$ cat src/sv/vpgcm_pkg.sv
package vpgcm_pkg;

   localparam int GROUPS_DEF           = 6;
   localparam int PLANES_PER_GROUP_DEF = 6;
   localparam int FRAC_BITS_DEF        = 16;

   localparam int COEF_W          = 32;
   localparam int COEFS_PER_PLANE = 4;
   localparam int INDEX_W         = 8;
   localparam int MASK_W          = 8;
   localparam int MASK_REGS       = 6;
   localparam int MASK_IDX_W      = 3;
   localparam int CSR_IDX_W       = 3;
   localparam int PROD_W          = 2 * COEF_W;
   localparam int SUM_W           = PROD_W + 3;

   localparam logic signed [COEF_W-1:0] SCALE_RESET = 32'sd65536;

   localparam logic MODE_LOAD     = 1'b0;
   localparam logic MODE_CLASSIFY = 1'b1;

   localparam logic [CSR_IDX_W-1:0] REG_SCALE  = 3'd0;
   localparam logic [CSR_IDX_W-1:0] REG_MASK_A = 3'd1;
   localparam logic [CSR_IDX_W-1:0] REG_MASK_F = 3'd6;

   function automatic logic signed [PROD_W-1:0] mul_s(input logic signed [COEF_W-1:0] a,
                                                      input logic signed [COEF_W-1:0] b);
      mul_s = PROD_W'(a) * PROD_W'(b);
   endfunction

endpackage

$ cat src/sv/vpgcm_ram.sv
module vpgcm_ram
   import vpgcm_pkg::*;
#(
   parameter int WIDTH = 128,
   parameter int DEPTH = 36,
   localparam int AW = (DEPTH > 1) ? $clog2(DEPTH) : 1
) (
   input  logic             clock,
   input  logic             write_en,
   input  logic [AW-1:0]    write_addr,
   input  logic [WIDTH-1:0] write_data,
   input  logic [AW-1:0]    read_addr,
   output logic [WIDTH-1:0] read_data
);

   logic [WIDTH-1:0] mem_ff [DEPTH];
   logic [WIDTH-1:0] read_data_ff;

   always_ff @(posedge clock) begin
      if (write_en) begin
         mem_ff[write_addr] <= write_data;
      end
      read_data_ff <= mem_ff[read_addr];
   end

   assign read_data = read_data_ff;

endmodule

$ cat config.mk
export PLATFORM = sky130hd
export DESIGN_NAME = vpgcm_ram
export DESIGN_NICKNAME = d
export VERILOG_FILES = /design/src/sv/vpgcm_pkg.sv /design/src/sv/vpgcm_ram.sv
export SDC_FILE = /design/constraint.sdc
export NUM_CORES = 2
export LEC_CHECK = 0
export BUFFER_PORTS_ARGS = -buffer_cell sky130_fd_sc_hd__clkbuf_2
export CORE_MARGIN = 5
export CORE_UTILIZATION = 45
export CTS_BUF_LIST = sky130_fd_sc_hd__clkbuf_16
export CTS_CLUSTER_SIZE = 10
export DETAILED_ROUTE_END_ITERATION = 10
export GPL_ROUTABILITY_DRIVEN = 0
export MAX_ROUTING_LAYER = met4
export SLEW_MARGIN = 15
export SYNTH_ARGS = -nofsm -noshare
export SYNTH_HDL_FRONTEND = slang
export SYNTH_MEMORY_MAX_BITS = 65536
export SYNTH_SLANG_ARGS = --single-unit
$ cat constraint.sdc
create_clock -name clock -period 7.84 [get_ports clock]
set_input_delay 0.784 -clock clock [delete_from_list [all_inputs] [get_ports clock]]
set_output_delay 0.784 -clock clock [all_outputs]
set_load 0.05 [all_outputs]
==> results_dict.tcl <==
set metrics [dict create \
    worstPathRequired_ps 8740 \
    clk_latency_ps 1030 \
    syn-num-nets 9208 \
    grt_use_met3 0.0371 \
    worst_slew_pin_slew_ps 1250 \
    min_period_ps 3500 \
    worst_r2r_endpoint "read_data[112]" \
    die_w_um 645 \
    synth_area_mm2 0.181 \
    avgViaCountPerCell 6.22 \
    h-tree-depth 6 \
    yosysSeqAreaShare 0.777 \
    numCtsBuffers 550 \
    avgSynthCellArea_um2 20.0 \
    top_usage_layer "met2" \
    dr_total_vias 94800 \
    drive_gt1_frac 0.164 \
    fillers 31800 \
    worstSetupPathType "input port to flop" \
    core_area_mm2 0.402 \
    reg2reg_depth 4 \
    ant_nets 0 \
    die-area_mm2 0.416 \
    power_density_mw_per_mm2 263 \
    skew_ps 59.2 \
    layoutNonFillerInstCount 15300 \
    critPathCapture "read_data[70]" \
    synthArstFlopShare 0 \
    cts_tree "done" \
    synth_edf_count 4608 \
    holdWs_ps 380 \
    cts_sinks 4736 \
    critical_path.endpoint_type "flop" \
    overflow 0 \
    setup_tns_ps 0 \
    setup-violations-final 0 \
    worst-path-max-fanout 55 \
    cts.root.buffer_cell "clkbuf_16" \
    clk_pin_slew_ps 50 \
    clockBufferDepth 4 \
    synth_area_leaders "edfxtp_1 76%, mux2i_1 9.2%, mux4_2 4.8%" \
    synth_cell_types 31 \
    period_share 0.447 \
    grt_antenna_before_repair 64 \
    portBuffers 269 \
    met1_usage 0.336 \
    fin_nets 9683 \
    placedCellCount 14300 \
    fmax_ghz 0.286 \
    grt_usage 0.252 \
    crit_path_start_kind "input port" \
    holdBufCountCts 0 \
    outcome "finished, final reports clean" \
    use_met2 0.406 \
    drc_errors 0 \
    routedWlPerCell_um 34.2 \
    reg2reg_slack_ps 6300 \
    maxCapViolations 0 \
    final_common_cell "edfxtp_1" \
    fin_util 0.510 \
    area_growth_pct 13.1 \
    hold_class "input port to flop" \
    final_cell_mix "4608 x edfxtp_1, 1664 x mux2i_1, 557 x clkbuf_16, 512 x o22ai_1, 384 x mux4_2" \
    yosysWarnings 0 \
    ys_seq_elements 4736 \
    yosysTopAreaCell "edfxtp_1" \
    firstDrtPassIters 6 \
    grt_pass1_wl_um 729000 \
    cts_resized 0 \
    holdPathStages 3 \
    max-slew-margin-rel 0.169 \
    dp_hpwl_um 247000 \
    grt_max_degree 125 \
    hold_start "read_addr[3]" \
    leakagePower_uw 0.0698 \
    wirelength_um 522000 \
    arrival_ps 4410 \
    cts_setup_buffers 0 \
    ios 270 \
    syn_inst 9066 \
    rsz0062_at_grt "no" \
    ys.flop_type "edfxtp_1" \
    synth_top_area_frac 0.763 \
    ir_drop_mv 0.228 \
    setup.worst_path.start "read_addr[2]" \
    start_util 0.451 \
    drt_iter0_markers 10900 \
    hold_viol_final 0 \
    grt_pass1_vias 94300 \
    slew_viol_final 0 \
    row_count 233 \
    rr_startpoint "mem_ff[29][112]" \
    die_y_um 645 \
]
critical path, cell delays in order:
cell and delay [ps]:
buf_8 240, nor2_4 650, buf_4 810, buf_4 930, a22oi_1 250, a21oi_1 310
o32ai_2 140
routing by layer:
| metal | vias up | routed length [µm] |
|---|---|---|
| met5 | - | 0 |
| met4 | 0 | 16100 |
| met3 | 908 | 40400 |
| met2 | 4370 | 257000 |
| met1 | 51000 | 209000 |
| li1 | 38500 | - |
synth_stat cells (25+ instances only):
cell,instances
buf_1,25
a21o_1,128
buf_2,125
clkbuf_1,260
buf_6,80
o21ai_0,128
and2_1,129
nor3_1,128
o22ai_1,512
nor2_1,40
edfxtp_1,4608
o32ai_2,110
mux4_2,384
a22oi_1,256
a21oi_1,128
mux2i_1,1664
o31ai_1,128
dfxtp_1,128
buf_4,58
logic make-up (layout without fill, tap and decap cells):
| kind of cell | count (synthesis) | after routing | share of synthesized area |
|---|---|---|---|
| muxes | 2048 | 2048 | 0.140 |
| buffers and inverters | 555 | 1419 | 0.0173 |
| and+or+nand+nor | 319 | 319 | 0.00955 |
| other | 0 | 38 | 0 |
| AOI/OAI and AO/OA | 1408 | 1408 | 0.0566 |
| DFF | 4736 | 4736 | 0.777 |
flip-flops by register name, summed over array words and instances (netlist names):
signal	flops
read_data	128
mem_ff	4608
through the flow:
step / setup WS (ps) / total power [µW] / area (µm²)
floorplan: 564 / 30400 / 181000
global placement: 3460 / 31600 / 189000
detailed placement: 3390 / 31600 / 189000
CTS: 4510 / 54300 / 205000
global route: 4400 / 55500 / 205000
finish: 4340 / 53900 / 205000
power by group:
part	internal, µW	total (µW)	switching [µW]
sequential	28000	28200	182
clock	12900	22800	9900
combinational	895	2890	2000
cell type report:
type	count	area (µm²)	area share
sequential	4736	141000	0.687
multi-input combinational	3775	37600	0.184
clock buffer	557	13900	0.0679
tap	5287	6620	0.0322
timing repair buffer	477	3790	0.0185
clock inverter	384	2130	0.0104
antenna	38	95.1	0.000463
inverter	1	11.3	0.0000549
worst min-delay path by stage:
stage / end
floorplan: read_data[126]
global placement: read_data[98]
detailed placement: read_data[21]
CTS: read_data[8]
global route: read_data[8]
finish: read_data[8]
Note: power is estimated with default switching activity, not from simulation.
